### config.mk
export PLATFORM = sky130hd
export DESIGN_NAME = ascii_colon_crlf_frame_parser_unit
export DESIGN_NICKNAME = d
export VERILOG_FILES = /design/src/hw/rtl/accfp_pkg.sv /design/src/hw/rtl/accfp_cell.sv /design/src/hw/rtl/ascii_colon_crlf_frame_parser_unit.sv
export SDC_FILE = /design/constraint.sdc
export NUM_CORES = 1
export LEC_CHECK = 0
export ABC_AREA = 1
export ABC_CLOCK_PERIOD_IN_PS = 4070
export BUFFER_PORTS_ARGS = -buffer_cell sky130_fd_sc_hd__buf_2
export CAP_MARGIN = 20
export CORE_ASPECT_RATIO = 2
export CORE_MARGIN = 4
export CORE_UTILIZATION = 55
export DETAILED_ROUTE_END_ITERATION = 7
export HOLD_SLACK_MARGIN = 0.03
export PLACE_DENSITY = 0.73
export SLEW_MARGIN = 15
export SYNTH_ARGS = -nofsm -noshare
export SYNTH_HDL_FRONTEND = slang
export SYNTH_HIERARCHICAL = 1
export SYNTH_SLANG_ARGS = --single-unit
### constraint.sdc
create_clock -name i_clk -period 4.07 [get_ports i_clk]
set_clock_uncertainty 0.2 [all_clocks]
set_input_delay 0.407 -clock i_clk [delete_from_list [all_inputs] [get_ports i_clk]]
set_output_delay 0.407 -clock i_clk [all_outputs]
set_load 0.05 [all_outputs]
### src/hw/rtl/accfp_pkg.sv
// Shared types and constants for the colon/CR/LF frame parser.
// Used by accfp_cell and ascii_colon_crlf_frame_parser_unit; no dependencies.
package accfp_pkg;

    // Payload store depth and derived widths
    localparam int MAX_PAYLOAD = 16;
    localparam int CNT_W       = $clog2(MAX_PAYLOAD + 1);
    localparam int LEN_W       = 5;
    localparam int BYTE_W      = 8;
    localparam int OUT_TDATA_W = 16;
    localparam int CFG_IDX_W   = 2;

    // Register reset values
    localparam logic [BYTE_W-1:0] START_CHAR_RST      = 8'd58;
    localparam logic [BYTE_W-1:0] FIRST_END_CHAR_RST  = 8'd13;
    localparam logic [BYTE_W-1:0] SECOND_END_CHAR_RST = 8'd10;

    // Configuration register indexes
    typedef enum logic [CFG_IDX_W-1:0] {
        CFG_START_CHAR      = 2'd0,
        CFG_FIRST_END_CHAR  = 2'd1,
        CFG_SECOND_END_CHAR = 2'd2
    } t_cfg_idx;

    // Parser phases
    typedef enum logic [1:0] {
        ST_HUNT,
        ST_DATA,
        ST_END,
        ST_EMIT
    } t_state;

    // Per-cell control: capture a received byte, or take the neighbour's byte
    typedef struct packed {
        logic load;
        logic shift;
    } t_cell_ctl;

endpackage

### src/hw/rtl/accfp_cell.sv
// One byte cell of the payload row: captures a received byte or takes its neighbour's.
// Depends on accfp_pkg.
module accfp_cell (
    input  logic                            i_clk,
    input  accfp_pkg::t_cell_ctl            i_ctl,
    input  logic [accfp_pkg::BYTE_W-1:0]    i_byte,
    input  logic [accfp_pkg::BYTE_W-1:0]    i_next,
    output logic [accfp_pkg::BYTE_W-1:0]    o_byte
);

    logic [accfp_pkg::BYTE_W-1:0] r_byte;
    logic [accfp_pkg::BYTE_W-1:0] n_byte;

    // Load from the input, advance from the neighbour, or hold
    always_comb begin
        n_byte = r_byte;
        if (i_ctl.load) begin
            n_byte = i_byte;
        end else if (i_ctl.shift) begin
            n_byte = i_next;
        end
    end

    always_ff @(posedge i_clk) begin
        r_byte <= n_byte;
    end

    assign o_byte = r_byte;

endmodule

### src/hw/rtl/ascii_colon_crlf_frame_parser_unit.sv
// Top level of the colon/CR/LF frame parser: phase machine, cell row, output register.
// Depends on accfp_pkg and accfp_cell.
//
//  Channel   Dir  Beat contents
//  s_axis    in   tdata[7:0] rx_byte
//  m_axis    out  tdata[7:0] frame_byte, [12:8] payload_length; tlast is_last
//  cfg       in   i_cfg_idx selects start / first end / second end byte
//
// One received beat is taken per cycle while hunting, storing or checking the end bytes.
// A closing byte starts a drain of n+1 output beats (n stored bytes, up to 16), one per
// cycle with m_axis_tready high; the cell row advances one cell a cycle as byte beats go out; input is held.
// Reset is synchronous, active low; stored bytes are not cleared, the phase, count and index are.
// The output register lets a new input beat be taken while the closing terminator beat still waits.
module ascii_colon_crlf_frame_parser_unit (
    input  logic                                  i_clk,
    input  logic                                  i_rst_n,
    input  logic                                  i_cfg_we,
    input  logic [accfp_pkg::CFG_IDX_W-1:0]       i_cfg_idx,
    input  logic [accfp_pkg::BYTE_W-1:0]          i_cfg_data,
    input  logic                                  s_axis_tvalid,
    output logic                                  s_axis_tready,
    input  logic [accfp_pkg::BYTE_W-1:0]          s_axis_tdata,   // [7:0] rx_byte
    output logic                                  m_axis_tvalid,
    input  logic                                  m_axis_tready,
    output logic [accfp_pkg::OUT_TDATA_W-1:0]     m_axis_tdata,   // [7:0] frame_byte,
                                                                  // [12:8] payload_length
    output logic                                  m_axis_tlast    // is_last
);

    localparam int N  = accfp_pkg::MAX_PAYLOAD;
    localparam int CW = accfp_pkg::CNT_W;
    localparam int BW = accfp_pkg::BYTE_W;
    localparam int LW = accfp_pkg::LEN_W;

    // Configuration registers
    logic [BW-1:0] r_start_char, r_first_end_char, r_second_end_char;

    always_ff @(posedge i_clk) begin
        if (!i_rst_n) begin
            r_start_char      <= accfp_pkg::START_CHAR_RST;
            r_first_end_char  <= accfp_pkg::FIRST_END_CHAR_RST;
            r_second_end_char <= accfp_pkg::SECOND_END_CHAR_RST;
        end else if (i_cfg_we) begin
            unique case (i_cfg_idx)
                accfp_pkg::CFG_START_CHAR:      r_start_char      <= i_cfg_data;
                accfp_pkg::CFG_FIRST_END_CHAR:  r_first_end_char  <= i_cfg_data;
                accfp_pkg::CFG_SECOND_END_CHAR: r_second_end_char <= i_cfg_data;
                default: ;
            endcase
        end
    end

    // Control state
    accfp_pkg::t_state r_state, n_state;
    logic [CW-1:0]     r_count, n_count;
    logic [CW-1:0]     r_idx, n_idx;
    logic              r_m_valid, n_m_valid;
    logic [BW-1:0]     r_m_byte, n_m_byte;
    logic              r_m_last, n_m_last;
    logic [LW-1:0]     r_m_len, n_m_len;

    logic              w_in_acc;
    logic              w_load;
    logic              w_more;
    logic              w_is_start, w_is_end1, w_is_end2;
    logic              w_store;
    logic              w_shift;
    logic [BW-1:0]     w_cell_q [N];

    assign s_axis_tready = (r_state != accfp_pkg::ST_EMIT);
    assign w_in_acc      = s_axis_tvalid && s_axis_tready;
    assign w_load        = !r_m_valid || m_axis_tready;
    assign w_more        = (r_idx < r_count);
    assign w_is_start    = (s_axis_tdata == r_start_char);
    assign w_is_end1     = (s_axis_tdata == r_first_end_char);
    assign w_is_end2     = (s_axis_tdata == r_second_end_char);

    // Next phase
    always_comb begin
        n_state = r_state;
        unique case (r_state)
            accfp_pkg::ST_HUNT: begin
                if (w_in_acc && w_is_start) n_state = accfp_pkg::ST_DATA;
            end
            accfp_pkg::ST_DATA: begin
                if (w_in_acc && w_is_end1) n_state = accfp_pkg::ST_END;
            end
            accfp_pkg::ST_END: begin
                if (w_in_acc) begin
                    n_state = w_is_end2 ? accfp_pkg::ST_EMIT : accfp_pkg::ST_HUNT;
                end
            end
            accfp_pkg::ST_EMIT: begin
                if (w_load && !w_more) n_state = accfp_pkg::ST_HUNT;
            end
            default: n_state = accfp_pkg::ST_HUNT;
        endcase
    end

    // Count, drain index, cell control and output register
    always_comb begin
        n_count   = r_count;
        n_idx     = r_idx;
        n_m_valid = r_m_valid;
        n_m_byte  = r_m_byte;
        n_m_last  = r_m_last;
        n_m_len   = r_m_len;
        w_store   = 1'b0;
        w_shift   = 1'b0;
        if (r_m_valid && m_axis_tready) begin
            n_m_valid = 1'b0;
        end
        unique case (r_state)
            accfp_pkg::ST_HUNT: begin
                if (w_in_acc && w_is_start) n_count = '0;
            end
            accfp_pkg::ST_DATA: begin
                if (w_in_acc && !w_is_end1 && (r_count < CW'(N))) begin
                    w_store = 1'b1;
                    n_count = r_count + CW'(1);
                end
            end
            accfp_pkg::ST_END: begin
                n_idx = '0;
                if (w_in_acc && !w_is_end2) n_count = '0;
            end
            accfp_pkg::ST_EMIT: begin
                if (w_load) begin
                    n_m_valid = 1'b1;
                    n_m_len   = LW'(r_count);
                    if (w_more) begin
                        // drop the head byte out, advance the row
                        n_m_byte = w_cell_q[0];
                        n_m_last = 1'b0;
                        w_shift  = 1'b1;
                        n_idx    = r_idx + CW'(1);
                    end else begin
                        // close the frame with the terminator beat
                        n_m_byte = '0;
                        n_m_last = 1'b1;
                        n_count  = '0;
                        n_idx    = '0;
                    end
                end
            end
            default: ;
        endcase
    end

    always_ff @(posedge i_clk) begin
        if (!i_rst_n) begin
            r_state   <= accfp_pkg::ST_HUNT;
            r_count   <= '0;
            r_idx     <= '0;
            r_m_valid <= 1'b0;
        end else begin
            r_state   <= n_state;
            r_count   <= n_count;
            r_idx     <= n_idx;
            r_m_valid <= n_m_valid;
        end
    end

    always_ff @(posedge i_clk) begin
        r_m_byte <= n_m_byte;
        r_m_last <= n_m_last;
        r_m_len  <= n_m_len;
    end

    // Row of byte cells: write at the fill position, drain towards cell 0
    for (genvar k = 0; k < N; k++) begin : g_cell
        accfp_pkg::t_cell_ctl w_ctl;
        logic [BW-1:0]        w_next;

        assign w_ctl.load  = w_store && (r_count == CW'(k));
        assign w_ctl.shift = w_shift;

        if (k == N - 1) begin : g_tail
            assign w_next = '0;
        end else begin : g_mid
            assign w_next = w_cell_q[k+1];
        end

        accfp_cell u_cell (
            .i_clk  (i_clk),
            .i_ctl  (w_ctl),
            .i_byte (s_axis_tdata),
            .i_next (w_next),
            .o_byte (w_cell_q[k])
        );
    end

    // Output beat
    assign m_axis_tvalid = r_m_valid;
    assign m_axis_tlast  = r_m_last;
    assign m_axis_tdata  = {(accfp_pkg::OUT_TDATA_W - LW - BW)'(0), r_m_len, r_m_byte};

endmodule
# Word level (Yosys, flattened, before mapping)
# Index checks and enable logic that the tools add are counted.
# op_classes
addsub,2
order_cmp,2
n_eq_ne,32
muxes,56
reduce_logical,56
# op_table
cell,n
8-bit 2-to-1 mux,32
5-bit by 4-bit == test with 1-bit output (second input constant),8
5-bit 2-to-1 mux,7
2-bit nonzero test,17
8-bit == test,3
1-bit logical AND,24
5-bit by 3-bit == test with 1-bit output (second input constant),4
5-bit one-hot mux with 4 select lines,1
2-bit inequality test (second input constant),9
5-bit by 1-bit adder with 5-bit output (second input constant),2
5-bit by 2-bit == test with 1-bit output (second input constant),2
2-bit 2-to-1 mux,5
5-bit one-hot mux with 2 select lines,1
2-bit AND reduction,5
1-bit 2-to-1 mux,9
2-bit one-hot mux with 4 select lines,1
2-bit == test (second input constant),3
5-bit by 1-bit == test with 1-bit output (second input constant),1
5-bit zero test,1
5-bit less-than comparator,1
5-bit less-than comparator (second input constant),1
5-bit AND reduction,1
2-bit by 1-bit == test with 1-bit output (second input constant),2
1-bit zero test,4
other kinds (3),4
# totals
ff_bits,179
output_inout_bits,19
word_cells,174

# Longest topological paths before layout
# Gate-level depths: netlist (run 1).
# depth
depth_word,8
ltp_mapped,14
mapped_depth_nobuf,13

# Hierarchy
# The synthesis (run 1) kept the hierarchy.
# modules_own_cells
module,instances,cells_each,area_each_um2,seq_area_each_um2
accfp_cell,16,35,351.6,240.2
ascii_colon_crlf_frame_parser_unit,1,381,2706.3,1161.1

# Least setup slack after synthesis (run 1)
# Ideal clock, no wire load.
# synth_timing
path_kind,register to register
startpoint,reg r_count[2]
endpoint,reg g_cell[0].u_cell.r_byte (netlist bit g_cell[0].u_cell/o_byte[0]) (enable)
setup_time_ns,0.329
arrival_time_ns,1.756
slack_ns,1.785
stages_incl_launch_ff,9
path_buffers,0
synth_period_minus_slack_ns,2.285
path_cell_list,dfxtp_1 inv_1 ha_1 nand2_1 nand2_1 nand2_1 nand4_1 nor2_1 or2_1
# synth_lines
item,line,source
"start, declared",ascii_colon_crlf_frame_parser_unit.sv:55,"logic [CW-1:0] r_count, n_count;"
"start signal, assigned",ascii_colon_crlf_frame_parser_unit.sv:158,r_count <= n_count;
"end signal, assigned",accfp_cell.sv:25,r_byte <= n_byte;
"end, declared",accfp_cell.sv:11,logic [accfp_pkg::BYTE_W-1:0] r_byte;

==> flow_summary.yaml, run 1 <==
status:
  status: "completed"
critical_path:
  cp-end-kind: "register"
  critPathKind: "input pin to register"
  r2r_end: "g_cell[12].u_cell/o_byte[5]"
  r2r_cells: 7
  critical_path.max_stage_delay_ns: 0.54
  cp_top_family: "simple AND/OR/NAND/NOR gates"
  crit_cells: 12
  slowest_stage: "nor2_1"
  required_ns: 3.97
  crit_path_frequent_cell: "nand2_1"
  critPathBufInv: 2
  worstPathArrival_ns: 2.72
  crit_fanout: 20
  reg2reg_from: "r_state[0]"
  critical_path.cell_chain: "buf_2 > inv_1 > nand2_1 > nand2_1 > nand2_1 > nor2_1 > nand2_1 > nand2_1 > nor2_1 > nand2_1 > nor2_1 > or2_1"
  crit_path_start_kind: "input pin"
  r2r_setup_slack_ns: 1.36
placement:
  dp_hpwl_um: 13190
  portBuffers: 38
  routabilityCongestion: 0.8815
  place_area_um2: 8653
  pre_cts_ws_ns: 0.8031
logic_synthesis:
  synth_area_um2: 8332
  synthDistinctLibCells: 30
  yosysTopAreaCell: "edfxtp_1"
  yosysWarnings: 6
  syn_area_per_cell_um2: 8.854
  netlist_instances: 941
  synthTopCellsByArea: "edfxtp_1, nand2_1, dfxtp_1"
  synth_seq_cells: 179
  seq_area_frac_synth: 0.6007
  synth_flop_cell: "edfxtp_1"
  yosys.area.top_type_share: 0.5118
  async_reset_ff_frac: 0
  synth_edf_count: 142
clock_tree:
  clkLatencyLatePin_ns: 0.43
  cts_setup_buffers: 0
  cts_tree: "yes"
  h-tree-depth: 4
  cts_resized: 0
  clk_pin_slew_ns: 0.07
  cts_root_buf: "clkbuf_16"
  cts-buffers-inserted: 17
  cts_buffer_depth: 2
  cts_num_sinks: 179
cells_and_area:
  layout_commonest_cell: "nand2_1"
  stdcell_area_um2: 9266
  nNetsFinal: 1032
  drive_gt1_frac: 0.1038
  final_cell_mix: "nand2_1, edfxtp_1, nor2_1, inv_1, buf_2"
  antenna_cells: 0
  fillers: 1320
  syn2layout_area_growth_pct: 11.22
  final_util: 0.6253
die:
  die_x_um: 95.03
  start_util: 0.5622
  fp.dieH_um: 182.1
  rows: 63
  dieArea_um2: 17300
  pin_count: 42
  fp.coreArea_um2: 14820
pwr:
  p_leak_nw: 4.075
  power_density_nw_per_um2: 481.0
  ir_drop_mv: 0.2978
detailed_routing:
  drt_iter0_drc: 304
  drtPass1Iterations: 6
  vias: 6123
  wl_per_cell_um: 15.43
  vias_per_cell: 5.073
  drt_wl_total_um: 18620
  remaining_drc_errors: 0
  ant_nets: 0
timing:
  finalCritPeriodShare: 0.6935
  slew_violations: 0
  hold_violations: 0
  worstMarginPinSlew_ns: 0.6591
  fin_ws_ns: 1.247
  setup_viol: 0
  maxSlewHeadroom: 0.5590
  clock.fmax_ghz: 0.3543
  fin_crit_ns: 2.823
  fin_tns_setup_ns: 0
  whs_ns: 0.04211
  rsz0062_at_grt: "no"
grt:
  grt_pass1_wl_um: 30290
  antenna_found_initial: 0
  grt_pass1_vias: 6057
  track_usage: 0.2341
  grt_max_degree: 34
  grt-ovfl-total: 0
hold_path:
  hold_start: "i_cfg_data[7]"
  hp-class: "input pin to register"
  hold_end: "r_start_char[7]"
  hold_depth: 3
run:
  cap_violations: 0
## final cells by class
class                   instances  area (um^2)  share of cell area
repair buffers                 52        307.8             0.03322
flip-flops and latches        179         5005              0.5401
well taps                     195        244.0             0.02633
multi-input cells             676         2873              0.3100
inverters                      73        274.0             0.02957
clock buffers                  17        425.4             0.04591
clock inverters                15        137.6             0.01485
## power by group
part / switching (mW) / internal [mW] / total [mW] / leakage (nW)
clock: 0.750 / 0.809 / 1.56 / 0.269
combinational: 0.500 / 0.209 / 0.709 / 2.22
sequential: 0.0792 / 2.11 / 2.19 / 1.58
total: 1.33 / 3.13 / 4.46 / 4.08
## Yosys cell counts (3+ instances only)
cell and n:
nand2_1 481, nand3_1 16, clkbuf_1 4, nand4_1 4, o21ai_0 17, edfxtp_1 142, xnor2_1 8, o211ai_1 8
buf_4 3, nor2_1 74, buf_6 16, inv_2 17, ha_1 10, or2_1 16, a21oi_1 13, dfxtp_1 37
xor2_1 3, inv_1 55
## how the worst max path moves through the flow
| stage | endpoint | slack, ns | start |
|---|---|---|---|
| after floorplan | g_cell[0].u_cell/o_byte[0] | 1.78 | r_count[2] |
| after global placement | g_cell[12].u_cell/o_byte[2] | 0.92 | s_axis_tdata[0] |
| after detailed placement | g_cell[13].u_cell/o_byte[4] | 0.80 | s_axis_tdata[0] |
| after CTS | g_cell[12].u_cell/o_byte[6] | 1.25 | s_axis_tdata[0] |
| after global routing | g_cell[14].u_cell/o_byte[5] | 0.94 | s_axis_tdata[0] |
| final | g_cell[12].u_cell/o_byte[5] | 1.25 | s_axis_tdata[0] |
## registers in the layout (all words and copies together), names as in the netlist
signal                flops
r_start_char              8
g_cell.u_cell/o_byte    128
m_axis_tlast              1
r_idx                     5
r_state                   2
r_count                   5
r_second_end_char         8
r_first_end_char          8
r_m_byte                  8
r_m_len                   5
m_axis_tvalid             1
## metrics by stage
| step | power, mW | instances |
|---|---|---|
| detailed placement | 2.936 | 1170 |
| global placement | 2.918 | 1170 |
| global route | 4.673 | 1207 |
| floorplan | 2.710 | 951 |
| CTS | 4.486 | 1207 |
| finish | 4.458 | 1207 |
## worst min-delay path, cell delays in order
cell and delay (ns):
buf_2 0.10, nor2_1 0.05, nor2_1 0.08
## kinds of logic after synthesis
group / count (synthesis) / synth area share
AND/OR/NAND/NOR: 603 / 0.2852
flip-flops: 179 / 0.6007
buffers and inverters: 96 / 0.05902
AO/OA/AOI/OAI: 41 / 0.02808
XOR/XNOR: 11 / 0.01156
adder cells (fa/ha/maj): 10 / 0.01502
other: 1 / 0.0004501
## per-layer routing
| metal | track usage | part of all wire | vias to the layer above |
|---|---|---|---|
| li1 | - | - | 3089 |
| met1 | 0.2491 | 0.36 | 2813 |
| met2 | 0.4268 | 0.56 | 163 |
| met3 | 0.04167 | 0.038 | 58 |
| met4 | 0.1226 | 0.047 | 0 |
| met5 | 0 | 0 | - |
## what timing repair did
action	CTS	global route
hold buffers	5	0
endpoints found under the setup margin	0	0
endpoints found under the hold margin	8	0
No activity file was read; power rests on OpenSTA's default activity.
==> run 2: changes to the inputs <==
--- a/config.mk
+++ b/config.mk
@@ -6,7 +6,7 @@
 export NUM_CORES = 1
 export LEC_CHECK = 0
 export ABC_AREA = 1
-export ABC_CLOCK_PERIOD_IN_PS = 4070
+export ABC_CLOCK_PERIOD_IN_PS = 2800
 export BUFFER_PORTS_ARGS = -buffer_cell sky130_fd_sc_hd__buf_2
 export CAP_MARGIN = 20
 export CORE_ASPECT_RATIO = 2
==> constraint.sdc (replaced) <==
create_clock -name i_clk -period 2.8 [get_ports i_clk]
set_clock_uncertainty 0.2 [all_clocks]
set_input_delay 0.28 -clock i_clk [delete_from_list [all_inputs] [get_ports i_clk]]
set_output_delay 0.28 -clock i_clk [all_outputs]
set_load 0.05 [all_outputs]
==> run 2 against run 1 <==
  * Routed wire length rose by 4.8%
  * Count of clock-buffer cells in the layout grew 1
  * Sequential cell count is the same
  * Sequential power increased by 45%
  * Non-clock buffer count is 24 higher
  * Clock power increased by 47%
  * Largest cell class unchanged
==> flow_summary.yaml, run 2 (same netlist as run 1, synthesis figures left out) <==
status:
  status: "completed"
placement:
  routabilityCongestion: 0.8748
  portBuffers: 38
  place_area_um2: 8781
  dp_hpwl_um: 13690
  pre_cts_ws_ns: 0.3022
timing:
  setup_viol: 0
  worstMarginPinSlew_ns: 0.5588
  fin_crit_ns: 2.544
  whs_ns: 0.04607
  slew_violations: 0
  clock.fmax_ghz: 0.3931
  rsz0062_at_grt: "no"
  finalCritPeriodShare: 0.9085
  fin_tns_setup_ns: 0
  fin_ws_ns: 0.2563
  hold_violations: 0
  maxSlewHeadroom: 0.6274
die:
  rows: 63
  pin_count: 42
  die_x_um: 95.03
  dieArea_um2: 17300
  fp.coreArea_um2: 14820
  start_util: 0.5622
  fp.dieH_um: 182.1
cells_and_area:
  largest_register_ffs: 128
  drive_gt1_frac: 0.1158
  antenna_cells: 0
  syn2layout_area_growth_pct: 13.65
  stdcell_area_um2: 9469
  layout_commonest_cell: "nand2_1"
  nNetsFinal: 1056
  final_cell_mix: "nand2_1, edfxtp_1, nor2_1, inv_1, buf_2"
critical_path:
  critPathKind: "input pin to register"
  crit_fanout: 8
  cp-end-kind: "register"
  crit_path_start_kind: "input pin"
  required_ns: 2.97
  worstPathArrival_ns: 2.71
run:
  cap_violations: 0
grt:
  grt_max_degree: 34
  grt-ovfl-total: 0
  grt_pass1_vias: 6200
  grt_pass1_wl_um: 30770
  antenna_found_initial: 0
  track_usage: 0.2387
pwr:
  p_total_mw: 6.552
  p_leak_nw: 4.187
  switching_share: 0.2925
  p_seq_frac: 0.485
  switchingPower_mw: 1.916
  p_clk_frac: 0.352
  pwr-share-comb: 0.163
  ir_drop_mv: 0.4394
  power.internal_mw: 4.636
  power_density_nw_per_um2: 692.0
detailed_routing:
  wl_per_cell_um: 15.85
  drtPass1Iterations: 5
  vias_per_cell: 5.141
  vias: 6329
  drt_iter0_drc: 421
  remaining_drc_errors: 0
  drt_wl_total_um: 19510
  ant_nets: 0
clock_tree:
  clkLatencyLatePin_ns: 0.43
  cts_buffer_depth: 2
  cts-buffers-inserted: 17
  cts_tree: "yes"
  clk_pin_slew_ns: 0.07
  cts_root_buf: "clkbuf_16"
  h-tree-depth: 4
  cts_resized: 0
  cts_num_sinks: 179
hold_path:
  hp-class: "input pin to register"
-- run 2: changes by cell type in the layout (fill, tap and decap cells not counted) --
cell,previous run,this run
buf_4,9,26
bufinv_16,0,1
clkbuf_1,0,1
clkinv_1,1,2
clkinv_4,3,0
clkinvlp_4,3,4
dlygate4sd3_1,5,12
inv_6,5,6
inv_8,4,2
-- run 2: area by class of cell --
type / instances / area [um^2]
fill: 1284 / 5350
clock inverter: 14 / 138.9
clock buffer: 18 / 429.2
sequential: 179 / 5005
tap: 195 / 244.0
multi-input combinational: 676 / 2873
timing repair buffer: 76 / 505.5
inverter: 73 / 274.0
-- run 2: timing repair --
| item | in CTS | in global routing |
|---|---|---|
| endpoints found under the setup margin | 0 | 0 |
| endpoints found under the hold margin | 25 | 0 |
| hold buffers | 12 | 0 |
| setup buffers | 0 | 0 |
-- run 2: power by group through the flow --
stage	Clock, mW	Sequential (mW)	Combinational (mW)
finish	2.30	3.18	1.07
global route	2.44	3.19	1.20
CTS	2.34	3.18	1.07
detailed placement	0	3.23	1.05
global placement	0	3.23	1.02
floorplan	0	3.23	0.713
-- run 2: through the flow --
stage,cells,util
after CTS,1231,0.6390
after global routing,1231,0.6390
final,1231,0.6390
after floorplan,951,-
after global placement,1187,0.5925
after detailed placement,1187,0.5925
-- run 2: critical path, cell delays in order --
cell and delay (ns):
dlygate4sd3_1 0.53, buf_2 0.13, nor3_2 0.47, nand2_1 0.08, dlygate4sd3_1 0.58, o211ai_1 0.08, dlygate4sd3_1 0.56
-- run 2: worst paths after layout --
path	start	end	slack (ns)	cells past startpoint
setup / recovery	i_cfg_idx[1]	r_start_char[5]	0.26	7
hold reg to reg	r_second_end_char[5]	r_second_end_char[5]	0.27	2
setup reg to reg	r_count[2]	g_cell[15].u_cell/o_byte[6]	0.27	9
hold / removal	i_cfg_idx[0]	r_second_end_char[1]	0.05	3
-- run 2: layer usage --
metal	up-vias	GRT usage	routed length [um]
li1	3146	-	-
met1	2929	0.2433	6804
met2	200	0.4491	10960
met3	54	0.03342	743
met5	-	0	0
met4	0	0.1313	1007
==> run 3: changes to the inputs <==
--- a/config.mk
+++ b/config.mk
@@ -5,7 +5,7 @@
 export SDC_FILE = /design/constraint.sdc
 export NUM_CORES = 1
 export LEC_CHECK = 0
-export ABC_AREA = 1
+export ABC_AREA = 0
 export ABC_CLOCK_PERIOD_IN_PS = 2800
 export BUFFER_PORTS_ARGS = -buffer_cell sky130_fd_sc_hd__buf_2
 export CAP_MARGIN = 20
==> run 3 against run 2 <==
  * Clock power barely moved
  * Hold slack better by 0.14 ns
  * Sequential power decreased by 6%
  * Core utilization grew 0.43 points
  * Maximum frequency shrank 5.6%
  * Non-clock buffer count rose by 4
  * Combinational power down 34%
==> flow_summary.yaml, run 3 <==
detailed_routing:
  vias_per_cell: 5.559
  drt_iter0_drc: 286
  vias: 4681
  remaining_drc_errors: 0
  drt_wl_total_um: 18010
  drtPass1Iterations: 4
  wl_per_cell_um: 21.39
  ant_nets: 0
clock_tree:
  cts_buffer_depth: 2
  cts_tree: "yes"
  cts_setup_buffers: 0
  cts_root_buf: "clkbuf_16"
  cts-buffers-inserted: 17
  cts_num_sinks: 179
  h-tree-depth: 4
  clkLatencyLatePin_ns: 0.43
  clk_pin_slew_ns: 0.07
logic_synthesis:
  seq_area_frac_synth: 0.5763
  synthDistinctLibCells: 54
  synth_commonest_cells: "edfxtp_1, mux2_4, dfxtp_1, nor2_1, mux2i_1"
  synth_area_um2: 8685
  yosysWarnings: 6
  async_reset_ff_frac: 0
  yosys.area.top_type_share: 0.4910
  synth_seq_cells: 179
  synth_flop_cell: "edfxtp_1"
  synthTopCellsByArea: "edfxtp_1, mux2_4, dfxtp_1"
  syn_area_per_cell_um2: 15.76
  synth_edf_count: 142
  yosysMostFrequentCell: "edfxtp_1"
  netlist_instances: 551
  yosysTopAreaCell: "edfxtp_1"
pwr:
  p_seq_frac: 0.501
  p_leak_nw: 3.806
  switching_share: 0.2600
  switchingPower_mw: 1.552
  power.internal_mw: 4.417
  ir_drop_mv: 0.4372
  p_clk_frac: 0.381
  pwr-share-comb: 0.118
  power_density_nw_per_um2: 603.5
critical_path:
  crit_fanout: 8
  critical_path.max_stage_delay_ns: 0.54
  crit_path_start_kind: "register"
  worstPathArrival_ns: 2.68
  slowest_stage: "dfxtp_1"
  r2r_setup_slack_ns: 0.11
  required_ns: 2.79
  cp-end-kind: "register"
  critical_path.cell_chain: "xnor2_1 > nand4_1 > o2111ai_2 > nor2_1 > nand2_1 > nor2_1 > buf_4 > mux2_4"
  crit_path_frequent_cell: "nor2_1"
  critPathKind: "register to register"
die:
  dieArea_um2: 17990
  fp.dieH_um: 185.7
  rows: 64
  die_x_um: 96.86
  fp.coreArea_um2: 15370
  pin_count: 42
  start_util: 0.5649
grt:
  track_usage: 0.2100
  grt-ovfl-total: 0
  grt_pass1_vias: 4989
  antenna_found_initial: 0
  grt_pass1_wl_um: 28230
  grt_max_degree: 21
timing:
  finalCritPeriodShare: 0.9624
  fin_tns_setup_ns: 0
  setup_viol: 0
  worstMarginPinSlew_ns: 0.5805
  rsz0062_at_grt: "no"
  fin_crit_ns: 2.695
  hold_violations: 0
  maxSlewHeadroom: 0.6118
  slew_violations: 0
  fin_ws_ns: 0.1051
  clock.fmax_ghz: 0.3711
cells_and_area:
  largest_register_ffs: 128
  drive_gt1_frac: 0.4068
  final_cell_mix: "edfxtp_1, mux2_4, buf_2, dfxtp_1, nor2_1"
  layout_commonest_cell: "edfxtp_1"
  fillers: 1142
  fin_cells: 842
  syn2layout_area_growth_pct: 13.89
  antenna_cells: 0
  nNetsFinal: 664
run:
  cap_violations: 0
placement:
  dp.cells: 800
  routabilityCongestion: 0.8685
  portBuffers: 38
  dp_hpwl_um: 12760
  pre_cts_ws_ns: 0.03650
status:
  status: "completed"
hold_path:
  hp-class: "input pin to register"
-- run 3: cell types whose count changed after synthesis, sizes merged, moves of 10 or more --
| cell | previous run | this run |
|---|---|---|
| a21oi | 13 | 2 |
| inv | 72 | 7 |
| mux2 | 0 | 128 |
| mux2i | 0 | 27 |
| nand2 | 483 | 23 |
| nand3 | 16 | 6 |
| nor2 | 77 | 36 |
| o21ai | 18 | 2 |
-- run 3: final cells by class --
class / count / area, um^2 / area share
clock buffer: 18 / 429.2 / 0.04339
clock inverter: 14 / 136.4 / 0.01379
inverter: 8 / 32.53 / 0.003289
multi-input combinational: 345 / 3472 / 0.3510
sequential: 179 / 5005 / 0.5060
tap: 198 / 247.7 / 0.02505
timing repair buffer: 80 / 568.0 / 0.05743
-- run 3: what timing repair did --
action	in CTS	in global routing
resized for setup	0	12
endpoints found under the setup margin	0	85
hold buffers	10	0
hold endpoints to repair	25	0
-- run 3: critical path: cells and delay by family (launching register included) --
family | cells | cell delay (ns)
AO/OA/AOI/OAI | 1 | 0.15
flip-flops | 1 | 0.54
XOR/XNOR | 1 | 0.13
multiplexers | 1 | 0.32
AND/OR/NAND/NOR | 4 | 0.87
buffers and inverters | 1 | 0.24
-- run 3: cells by family after synthesis --
logic type               count (synthesis)  synth area share
flip-flops                             179            0.5763
multiplexers                           155            0.2524
AND/OR/NAND/NOR                        121           0.07247
buffers and inverters                   37           0.03241
XOR/XNOR                                28           0.02824
AO/OA/AOI/OAI                           20           0.02334
adder cells (fa/ha/maj)                 10           0.01441
other                                    1         0.0004318
-- run 3: power groups by stage --
| stage | combinational (mW) | clock [mW] | sequential, mW |
|---|---|---|---|
| 6_report | 0.705 | 2.27 | 2.99 |
| 5_1_grt | 0.762 | 2.44 | 3.00 |
| 4_1_cts | 0.701 | 2.32 | 2.99 |
| 3_5_place_dp | 0.684 | 0 | 3.05 |
| 3_3_place_gp | 0.667 | 0 | 3.05 |
| 2_1_floorplan | 0.470 | 0 | 3.07 |
-- run 3: final timing paths --
kind / from / end / cells past startpoint
worst min-delay path: i_cfg_idx[0] / r_start_char[4] / 5
worst min register to register: r_count[4] / r_m_len[4] / 0
worst max register to register: r_first_end_char[7] / g_cell[14].u_cell/o_byte[6] / 8
worst max-delay path: r_first_end_char[7] / g_cell[14].u_cell/o_byte[6] / 8
-- run 3: through the flow --
stage | util | instance area [um^2] | hold WS (ns) | total power, mW
after global routing | 0.6433 | 9891 | 0.1836 | 6.205
after CTS | 0.6413 | 9859 | 0.1703 | 6.016
after global placement | 0.5980 | 9194 | 0.2396 | 3.717
after floorplan | - | 8727 | 0.2051 | 3.541
final | 0.6433 | 9891 | 0.1870 | 5.969
after detailed placement | 0.5980 | 9194 | 0.2660 | 3.735
-- run 3: metal layers --
| layer | vias to the layer above | track usage | routed length (um) |
|---|---|---|---|
| met5 | - | 0 | 0 |
| met4 | 0 | 0.1119 | 783 |
| met3 | 37 | 0.04726 | 790 |
| met2 | 122 | 0.3926 | 9966 |
| met1 | 2344 | 0.2164 | 6467 |
| li1 | 2178 | - | - |
